<file path="src/sv/ple_pkg.sv">
// ----------------------------------------------------------------------------
// ple_pkg
// shared constants and types of the positional list engine
// ----------------------------------------------------------------------------
package ple_pkg;

  localparam int PLE_CAPACITY   = 64;
  localparam int PLE_DATA_WIDTH = 32;

  // operation kinds
  localparam logic [2:0] KIND_INSERT    = 3'd0;
  localparam logic [2:0] KIND_REMOVE_AT = 3'd1;
  localparam logic [2:0] KIND_REMOVE_VAL = 3'd2;
  localparam logic [2:0] KIND_CLEAR     = 3'd3;
  localparam logic [2:0] KIND_READ_ALL  = 3'd4;

  // result status codes
  localparam logic [2:0] STAT_OK       = 3'd0;
  localparam logic [2:0] STAT_FULL     = 3'd1;
  localparam logic [2:0] STAT_BADPOS   = 3'd2;
  localparam logic [2:0] STAT_NOTFOUND = 3'd3;
  localparam logic [2:0] STAT_EMPTY    = 3'd4;

  // result handed from the sequencer to the output stage
  typedef struct packed {
    logic        load;
    logic [31:0] value;
    logic        last;
    logic [6:0]  size;
    logic [2:0]  status;
  } ple_res_t;

endpackage

</file>
<file path="src/sv/positional_list_engine_core.sv">
// ----------------------------------------------------------------------------
// positional_list_engine_core
// ordered list of up to CAPACITY words held in one synchronous memory
// ----------------------------------------------------------------------------
// Input channel: in_valid/in_stall with in_kind, in_position, in_item_value.
// An item is taken when in_valid is high and in_stall low; in_stall is high
// while an operation is in progress, one operation at a time.
// Result channel: out_valid/out_stall with out_value, out_last,
// out_list_size, out_status, from an output register. Every kind gives one
// result, but read all of a non-empty list gives one per entry (last flagged).
// Steps per item, with one read and one write port on the entry memory:
//   insert at position p: entries from p up move one place up, then the word goes in
//   append: the word is written; remove at position p: later entries move down
//   remove value: every entry is read; clear and unknown kinds: no memory walk
//   read all: one entry per cycle with an idle receiver
// A stall on the result channel holds the output register and pauses read
// all; the next item can be taken while the final result still waits.
// Reset empties the list at once; entries are only read below the count.
// ----------------------------------------------------------------------------
module positional_list_engine_core
  import ple_pkg::*;
#(
  parameter int CAPACITY   = PLE_CAPACITY,
  parameter int DATA_WIDTH = PLE_DATA_WIDTH
) (
  input  logic              clk,
  input  logic              rst_n,
  input  logic              in_valid,
  output logic              in_stall,
  input  logic [2:0]        in_kind,
  input  logic signed [7:0] in_position,
  input  logic [31:0]       in_item_value,
  output logic              out_valid,
  input  logic              out_stall,
  output logic [31:0]       out_value,
  output logic              out_last,
  output logic [6:0]        out_list_size,
  output logic [2:0]        out_status
);

  localparam int AW = (CAPACITY > 1) ? $clog2(CAPACITY) : 1;

  logic                  wr_en;
  logic [AW-1:0]         wr_addr;
  logic [DATA_WIDTH-1:0] wr_data;
  logic                  rd_en;
  logic [AW-1:0]         rd_addr;
  logic [DATA_WIDTH-1:0] rd_data;
  logic                  out_free;
  ple_res_t              res;

  ple_ram #(
    .WIDTH (DATA_WIDTH),
    .DEPTH (CAPACITY)
  ) u_entry_ram (
    .clk     (clk),
    .wr_en   (wr_en),
    .wr_addr (wr_addr),
    .wr_data (wr_data),
    .rd_en   (rd_en),
    .rd_addr (rd_addr),
    .rd_data (rd_data)
  );

  ple_seq #(
    .CAPACITY   (CAPACITY),
    .DATA_WIDTH (DATA_WIDTH)
  ) u_seq (
    .clk           (clk),
    .rst_n         (rst_n),
    .in_valid      (in_valid),
    .in_stall      (in_stall),
    .in_kind       (in_kind),
    .in_position   (in_position),
    .in_item_value (in_item_value),
    .wr_en         (wr_en),
    .wr_addr       (wr_addr),
    .wr_data       (wr_data),
    .rd_en         (rd_en),
    .rd_addr       (rd_addr),
    .rd_data       (rd_data),
    .out_free      (out_free),
    .res           (res)
  );

  ple_out u_out (
    .clk           (clk),
    .rst_n         (rst_n),
    .res           (res),
    .free          (out_free),
    .out_valid     (out_valid),
    .out_stall     (out_stall),
    .out_value     (out_value),
    .out_last      (out_last),
    .out_list_size (out_list_size),
    .out_status    (out_status)
  );

endmodule

</file>
<file path="src/sv/ple_ram.sv">
// ----------------------------------------------------------------------------
// ple_ram
// generic single write, single read memory with registered read data
// ----------------------------------------------------------------------------
module ple_ram #(
  parameter int WIDTH = 32,
  parameter int DEPTH = 64,
  localparam int AW = (DEPTH > 1) ? $clog2(DEPTH) : 1
) (
  input  logic             clk,
  input  logic             wr_en,
  input  logic [AW-1:0]    wr_addr,
  input  logic [WIDTH-1:0] wr_data,
  input  logic             rd_en,
  input  logic [AW-1:0]    rd_addr,
  output logic [WIDTH-1:0] rd_data
);

  logic [WIDTH-1:0] mem [DEPTH];
  logic [WIDTH-1:0] rd_data_r;

  always_ff @(posedge clk) begin
    if (wr_en) begin
      mem[wr_addr] <= wr_data;
    end
    if (rd_en) begin
      rd_data_r <= mem[rd_addr];
    end
  end

  assign rd_data = rd_data_r;

endmodule

</file>
<file path="src/sv/ple_out.sv">
// ----------------------------------------------------------------------------
// ple_out
// output register of the result channel
// ----------------------------------------------------------------------------
module ple_out
  import ple_pkg::*;
(
  input  logic        clk,
  input  logic        rst_n,
  input  ple_res_t    res,
  output logic        free,
  output logic        out_valid,
  input  logic        out_stall,
  output logic [31:0] out_value,
  output logic        out_last,
  output logic [6:0]  out_list_size,
  output logic [2:0]  out_status
);

  logic        valid_r;
  logic        valid_nxt;
  logic [31:0] value_r;
  logic        last_r;
  logic [6:0]  size_r;
  logic [2:0]  status_r;

  assign free      = !valid_r || !out_stall;
  assign valid_nxt = res.load || (valid_r && out_stall);

  always_ff @(posedge clk) begin
    if (!rst_n) begin
      valid_r <= 1'b0;
    end else begin
      valid_r <= valid_nxt;
    end
  end

  always_ff @(posedge clk) begin
    if (res.load) begin
      value_r  <= res.value;
      last_r   <= res.last;
      size_r   <= res.size;
      status_r <= res.status;
    end
  end

  assign out_valid     = valid_r;
  assign out_value     = value_r;
  assign out_last      = last_r;
  assign out_list_size = size_r;
  assign out_status    = status_r;

endmodule

</file>
<file path="src/sv/ple_seq.sv">
// ----------------------------------------------------------------------------
// ple_seq
// operation sequencer: walks the entry memory to shift, search and read out
// ----------------------------------------------------------------------------
module ple_seq
  import ple_pkg::*;
#(
  parameter int CAPACITY   = PLE_CAPACITY,
  parameter int DATA_WIDTH = PLE_DATA_WIDTH,
  localparam int AW = (CAPACITY > 1) ? $clog2(CAPACITY) : 1,
  localparam int CW = $clog2(CAPACITY + 1)
) (
  input  logic                  clk,
  input  logic                  rst_n,
  input  logic                  in_valid,
  output logic                  in_stall,
  input  logic [2:0]            in_kind,
  input  logic signed [7:0]     in_position,
  input  logic [31:0]           in_item_value,
  output logic                  wr_en,
  output logic [AW-1:0]         wr_addr,
  output logic [DATA_WIDTH-1:0] wr_data,
  output logic                  rd_en,
  output logic [AW-1:0]         rd_addr,
  input  logic [DATA_WIDTH-1:0] rd_data,
  input  logic                  out_free,
  output ple_res_t              res
);

  localparam int CMPW = (CW > 8) ? CW : 8;

  typedef enum logic [4:0] {
    S_IDLE  = 5'b00001,
    S_INS   = 5'b00010,
    S_REM   = 5'b00100,
    S_RDALL = 5'b01000,
    S_RESP  = 5'b10000
  } ple_state_t;

  ple_state_t            state_r, state_nxt;
  logic [CW-1:0]         count_r, count_nxt;
  logic [AW-1:0]         rd_idx_r, rd_idx_nxt;
  logic [AW-1:0]         stop_idx_r, stop_idx_nxt;
  logic                  rd_more_r, rd_more_nxt;
  logic                  pend_r, pend_nxt;
  logic [AW-1:0]         addr_d_r, addr_d_nxt;
  logic                  found_r, found_nxt;
  logic                  by_pos_r, by_pos_nxt;
  logic [2:0]            status_r, status_nxt;
  logic [DATA_WIDTH-1:0] word_r, word_nxt;

  logic                      issue;
  logic                      cons;
  logic                      done_walk;
  logic [DATA_WIDTH+31:0]    in_ext;
  logic [DATA_WIDTH+31:0]    rd_ext;
  logic [CW+6:0]             size_ext;
  logic [CMPW-1:0]           pos_cmp;
  logic [CMPW-1:0]           cnt_cmp;
  logic                      pos_neg;
  logic [AW-1:0]             cnt_m1;

  assign in_ext   = {{DATA_WIDTH{1'b0}}, in_item_value};
  assign rd_ext   = {32'b0, rd_data};
  assign size_ext = {7'b0, count_r};
  assign pos_cmp  = CMPW'(in_position[6:0]);
  assign cnt_cmp  = CMPW'(count_r);
  assign pos_neg  = in_position[7];
  assign cnt_m1   = AW'(count_r - 1'b1);

  assign in_stall  = (state_r != S_IDLE);
  assign done_walk = !rd_more_r && !pend_r;

  // read data is taken at once when shifting, only when the output has room on read out
  always_comb begin
    cons = pend_r;
    if (state_r == S_RDALL) begin
      cons = pend_r && out_free;
    end
  end

  always_comb begin
    issue = 1'b0;
    case (state_r)
      S_INS, S_REM: issue = rd_more_r;
      S_RDALL:      issue = rd_more_r && (!pend_r || cons);
      default:      issue = 1'b0;
    endcase
  end

  assign rd_en   = issue;
  assign rd_addr = rd_idx_r;

  always_comb begin
    state_nxt    = state_r;
    count_nxt    = count_r;
    rd_idx_nxt   = rd_idx_r;
    stop_idx_nxt = stop_idx_r;
    rd_more_nxt  = rd_more_r;
    found_nxt    = found_r;
    by_pos_nxt   = by_pos_r;
    status_nxt   = status_r;
    word_nxt     = word_r;
    pend_nxt     = issue || (pend_r && !cons);
    addr_d_nxt   = issue ? rd_idx_r : addr_d_r;
    wr_en        = 1'b0;
    wr_addr      = addr_d_r;
    wr_data      = rd_data;
    res          = '0;

    if (issue) begin
      if (state_r == S_INS) begin
        rd_idx_nxt = rd_idx_r - 1'b1;
      end else begin
        rd_idx_nxt = rd_idx_r + 1'b1;
      end
      if (rd_idx_r == stop_idx_r) begin
        rd_more_nxt = 1'b0;
      end
    end

    case (state_r)
      S_IDLE: begin
        if (in_valid) begin
          word_nxt    = in_ext[DATA_WIDTH-1:0];
          status_nxt  = STAT_OK;
          found_nxt   = 1'b0;
          rd_more_nxt = 1'b0;
          state_nxt   = S_RESP;
          case (in_kind)
            KIND_INSERT: begin
              if (count_r >= CW'(CAPACITY)) begin
                status_nxt = STAT_FULL;
              end else begin
                rd_idx_nxt = cnt_m1;
                if (!pos_neg && pos_cmp < cnt_cmp) begin
                  stop_idx_nxt = AW'(in_position[6:0]);
                  rd_more_nxt  = 1'b1;
                end else begin
                  stop_idx_nxt = AW'(count_r);
                end
                state_nxt = S_INS;
              end
            end
            KIND_REMOVE_AT: begin
              if (count_r == '0) begin
                status_nxt = STAT_EMPTY;
              end else if (pos_neg || pos_cmp >= cnt_cmp) begin
                status_nxt = STAT_BADPOS;
              end else begin
                rd_idx_nxt   = AW'(in_position[6:0]);
                stop_idx_nxt = cnt_m1;
                rd_more_nxt  = 1'b1;
                by_pos_nxt   = 1'b1;
                state_nxt    = S_REM;
              end
            end
            KIND_REMOVE_VAL: begin
              if (count_r == '0) begin
                status_nxt = STAT_EMPTY;
              end else begin
                rd_idx_nxt   = '0;
                stop_idx_nxt = cnt_m1;
                rd_more_nxt  = 1'b1;
                by_pos_nxt   = 1'b0;
                state_nxt    = S_REM;
              end
            end
            KIND_CLEAR: begin
              count_nxt = '0;
            end
            KIND_READ_ALL: begin
              if (count_r == '0) begin
                status_nxt = STAT_EMPTY;
              end else begin
                rd_idx_nxt   = '0;
                stop_idx_nxt = cnt_m1;
                rd_more_nxt  = 1'b1;
                state_nxt    = S_RDALL;
              end
            end
            default: begin
              status_nxt = STAT_OK;
            end
          endcase
        end
      end

      S_INS: begin
        if (pend_r) begin
          // move entry one place up
          wr_en   = 1'b1;
          wr_addr = AW'(addr_d_r + 1'b1);
          wr_data = rd_data;
        end else if (!rd_more_r) begin
          wr_en     = 1'b1;
          wr_addr   = stop_idx_r;
          wr_data   = word_r;
          count_nxt = count_r + 1'b1;
          state_nxt = S_RESP;
        end
      end

      S_REM: begin
        if (pend_r) begin
          if (found_r) begin
            // close the gap
            wr_en   = 1'b1;
            wr_addr = AW'(addr_d_r - 1'b1);
            wr_data = rd_data;
          end else if (by_pos_r || rd_data == word_r) begin
            found_nxt = 1'b1;
          end
        end else if (done_walk) begin
          if (found_r) begin
            count_nxt  = count_r - 1'b1;
            status_nxt = STAT_OK;
          end else begin
            status_nxt = STAT_NOTFOUND;
          end
          state_nxt = S_RESP;
        end
      end

      S_RDALL: begin
        res.load   = cons;
        res.value  = rd_ext[31:0];
        res.last   = (addr_d_r == stop_idx_r);
        res.size   = size_ext[6:0];
        res.status = STAT_OK;
        if (done_walk) begin
          state_nxt = S_IDLE;
        end
      end

      S_RESP: begin
        res.load   = out_free;
        res.value  = '0;
        res.last   = 1'b1;
        res.size   = size_ext[6:0];
        res.status = status_r;
        if (out_free) begin
          state_nxt = S_IDLE;
        end
      end

      default: begin
        state_nxt = S_IDLE;
      end
    endcase
  end

  always_ff @(posedge clk) begin
    if (!rst_n) begin
      state_r   <= S_IDLE;
      count_r   <= '0;
      rd_more_r <= 1'b0;
      pend_r    <= 1'b0;
      found_r   <= 1'b0;
    end else begin
      state_r   <= state_nxt;
      count_r   <= count_nxt;
      rd_more_r <= rd_more_nxt;
      pend_r    <= pend_nxt;
      found_r   <= found_nxt;
    end
  end

  always_ff @(posedge clk) begin
    rd_idx_r   <= rd_idx_nxt;
    stop_idx_r <= stop_idx_nxt;
    addr_d_r   <= addr_d_nxt;
    by_pos_r   <= by_pos_nxt;
    status_r   <= status_nxt;
    word_r     <= word_nxt;
  end

endmodule

</file>
<file path="config.mk">
export PLATFORM = sky130hd
export DESIGN_NAME = positional_list_engine_core
export DESIGN_NICKNAME = d
export VERILOG_FILES = /design/src/sv/ple_pkg.sv /design/src/sv/positional_list_engine_core.sv /design/src/sv/ple_ram.sv /design/src/sv/ple_out.sv /design/src/sv/ple_seq.sv
export SDC_FILE = /design/constraint.sdc
export NUM_CORES = 2
export LEC_CHECK = 0
export BUFFER_PORTS_ARGS = -buffer_cell sky130_fd_sc_hd__buf_2
export CORE_ASPECT_RATIO = 2
export CORE_UTILIZATION = 57
export DETAILED_ROUTE_END_ITERATION = 12
export GPL_TIMING_DRIVEN = 0
export PLACE_DENSITY = 0.78
export SYNTH_ARGS = -nofsm -noshare
export SYNTH_HDL_FRONTEND = slang
export SYNTH_HIERARCHICAL = 1
export SYNTH_SLANG_ARGS = --single-unit
</file>
<file path="constraint.sdc">
create_clock -name clk -period 5.3 [get_ports clk]
set_input_delay 0 -clock clk [delete_from_list [all_inputs] [get_ports clk]]
set_output_delay 0 -clock clk [all_outputs]
set_load 0.01 [all_outputs]
</file>
==> results.toml <==
[status]
outcome = "complete, but fails checks"
violations = "max-capacitance violations, max-slew violations, negative setup slack"

[grt]
grt_antenna_before_repair = 12
largest_net_degree_at_the_start_of_global_routing = 65
grt_usage_pct = 34.8
grt_overflow = 0
via_count_of_the_first_global_routing_pass = 47600
grt_first_pass_wirelength_um = 360000

[power]
power.static_leakage_uw = 0.0296
power.ir.vdd_worst_uv = 265
power-per-cell-area_mw_per_mm2 = 395
internal_power_uw = 28200
p_sw_share_pct = 26.3
p_switching_uw = 10100
comb_power_share_pct = 15.9
total_power_uw = 38200
seq_power_share_pct = 49.6
power_frac_clock_pct = 34.5

[placement]
placed_cell_area_mm2 = 0.0904
final_estimated_routing_congestion_in_global_placement = 0.964
hpwl_um = 166000
placed_cells = 6163
buffer_ports.inserted = 89

[floorplan]
area_of_the_placeable_core_mm2 = 0.149
die_h_um = 550
initial_cell_density_of_the_core_pct = 57.6
floorplan_die_width_um = 276
die_area_mm2 = 0.152
rows = 200
top_level_i_o_count = 92

[cells_and_area]
final_net_count = 4568
layout.cell_area.non_filler_mm2 = 0.0969
layout.core_utilization_pct = 65.1
finish.cell_count_without_fillers = 6567
synthToLayoutAreaGrowth_pct = 13.1
post_route_cells_drive_above_1_share_pct = 24.0

[clock_network]
clkLatencyLatePin_ns = 0.87
htreeDepth = 4
tritoncts.num_buffers = 178
max_clock_buf_depth = 4
post-cts-setup-buffer-count = 0
clkSinkCount = 2193
cts_tree = "built"
root_buffer = "clkbuf_16"
worst_setup_hold_path_clk_slew_ns = 0.07

[flow_run]
drv_cap = 2

[timing]
worst_pin_slew_ns = 1.55
worst_slew_margin_rel_pct = -3.01
setup_viol = 2
max_clock_freq_ghz = 0.186
fin_worst_hold_slack_ns = 0.0250
rsz0062_at_grt = "false"
final.setup_skew_ns = 0.0648
final_period_minus_worst_setup_slack_ns = 5.39
final_hold_vio_count = 0
setup_slack_ns = -0.0899
post-route-period-util_pct = 102
drv_slew = 166

[synth]
average_size_of_a_mapped_cell_um2 = 21.0
yosysWarningCount = 6
ys_top_cells_by_count = "2,171 x edfxtp_1, 446 x mux4_2, 194 x mux2i_1"
sequential_cell_area_fraction_in_the_yosys_report_pct = 76.6
synth_ff_type = "edfxtp_1"
yosys_register_bits = 2193
number_of_nets_produced_by_synthesis = 4148
syn_area_mm2 = 0.0857
ys_async_sr_fraction_pct = 0
postSynthCellCount = 4089
synth_enable_flop_cells = 2171
synth_cell_types = 87
synthDominantAreaCellType = "edfxtp_1"
netlist_top_cells_area = "edfxtp_1 76%, mux4_2 12%, mux2i_1 2.3%, a22oi_1 1.1%, nor2_1 0.55%"
synth_most_common_cell = "edfxtp_1"
synth_top_cell_area_share_pct = 76.1

[worst_setup_path]
cp_data_arrival_time_ns = 5.82
setup.worst_path.end_class = "flop"
critical_path.startpoint_type = "flop"
critPathMaxFanout = 10
worstPathCellList = "buf_2, and2_1, clkbuf_1, clkdlybuf4s15_1, a22o_1, nor3_1, a311oi_1"
max_stage_delay_ns = 1.08
cp_slowest_cell = "a311oi_1"
critPathKind = "reg -> reg"
worst-endpoint-required_ns = 5.73

[route]
post_drt_via_cell_ratio = 7.20
wirelength_um = 264000
post_route_ant_nets = 0
routed-via-count = 47300
route.detailed.drc = 0
initialDrtViolationCount = 7376
detailed_router_iteration_count_before_antenna_repair = 8
wire_per_inst_um = 40.2

[min_path]
hold_path_class = "in -> reg"
cell type report:
type	count	area [um^2]
Antenna cell	7	17.5
Buffer	235	1440
Clock buffer	209	4660
Clock inverter	103	970
Fill cell	9085	52000
Inverter	19	71.3
Multi-Input combinational cell	1642	19100
Sequential cell	2193	65600
Tap cell	1919	2400
Timing Repair Buffer	240	2650
power groups by stage:
stage          clock network, uW  logic [uW]  registers, uW
2_1_floorplan                  0        3360          19300
3_3_place_gp                   0        5590          19400
3_5_place_dp                   0        5680          19300
4_1_cts                    13200        5810          19000
5_1_grt                    13800        6070          19000
6_report                   13200        6070          19000
cell families (layout without fill, tap and decap cells):
logic type	count (synthesis)	after routing	share of synthesized area [%]
DFF	2193	2193	76.6
muxes	673	673	14.5
AOI/OAI and AO/OA	459	459	3.81
and+or+nand+nor	443	443	2.65
buffers and inverters	254	806	1.75
xor gates and xnor gates	55	55	0.562
adders and majority gates	12	12	0.175
other	0	7	0
flip-flops by register name, summed over array words and instances, names as in the netlist, 5 cells and up:
name / count
u_seq/count_r: 7
u_out/out_value: 32
u_entry_ram/rd_data: 32
u_seq/stop_idx_r: 6
u_out/out_list_size: 7
u_seq/state_r: 5
u_entry_ram/mem: 2048
u_seq/rd_addr: 6
u_seq/addr_d_r: 6
u_seq/word_r: 32
layout by cell type (no fill, tap or decap), types with 17 or more instances in the layout:
cell / count
bufinv_16: 17
dfxtp_1: 22
clkinv_2: 27
buf_2: 146
mux2_2: 18
clkbuf_16: 182
buf_12: 70
o22ai_1: 46
buf_6: 34
a211oi_1: 25
buf_4: 30
nand2_1: 63
nor2b_1: 24
clkinv_1: 38
a22oi_1: 128
edfxtp_1: 2171
and2_1: 41
a31oi_1: 21
mux2i_1: 194
xnor2_1: 52
inv_1: 17
clkbuf_1: 119
nor2_1: 60
o21ai_0: 55
nor2_4: 65
a21oi_1: 54
o221ai_1: 23
nor3_1: 26
mux4_2: 446
nand3_1: 69
dlygate4sd3_1: 83
final timing paths:
check,end,depth (start not counted),from,slack (ns)
worst min register to register,u_out/out_status[0]$_DFFE_PP_,1,u_seq/status_r[0]$_DFFE_PP_,0.57
worst max-delay path,u_entry_ram/rd_data[21]$_DFFE_PP_,7,u_seq/rd_addr[2]$_DFF_P_,-0.09
worst max register to register,u_entry_ram/rd_data[21]$_DFFE_PP_,7,u_seq/rd_addr[2]$_DFF_P_,-0.09
worst min-delay path,u_seq/rd_addr[0]$_DFF_P_,4,in_position[0],0.02
timing repair:
item / CTS / global route
hold buffers: 83 / 0
endpoints found under the hold margin: 67 / 0
gates resized for setup: 0 / 4
setup endpoints to repair: 0 / 151
worst max-delay path: cells and delay by family, from the launching register on:
family,cells,cell delay (ns)
AOI/OAI and AO/OA,2,1.45
buffers and inverters,3,2.27
DFF,1,0.97
and+or+nand+nor,2,0.28
metal layers:
layer  global-route usage (%)  vias up  wire length [um]  part of all wire (%)
met3                     8.72     1285             30600                    12
met2                     59.2     4354            131000                    50
li1                         -    17900                 -                     -
met5                        0        -                86                 0.033
met4                     31.2       14             29100                    11
met1                     35.6    23700             73000                    28
per-stage QoR:
stage,setup TNS [ns],setup WS [ns]
after floorplan,0,0.308
after global placement,-2863.32,-2.28
after detailed placement,0,0.181
after CTS,0,0.153
after global routing,0,0.0668
final,-0.163,-0.0899
Power figures use the tool's default switching activity.
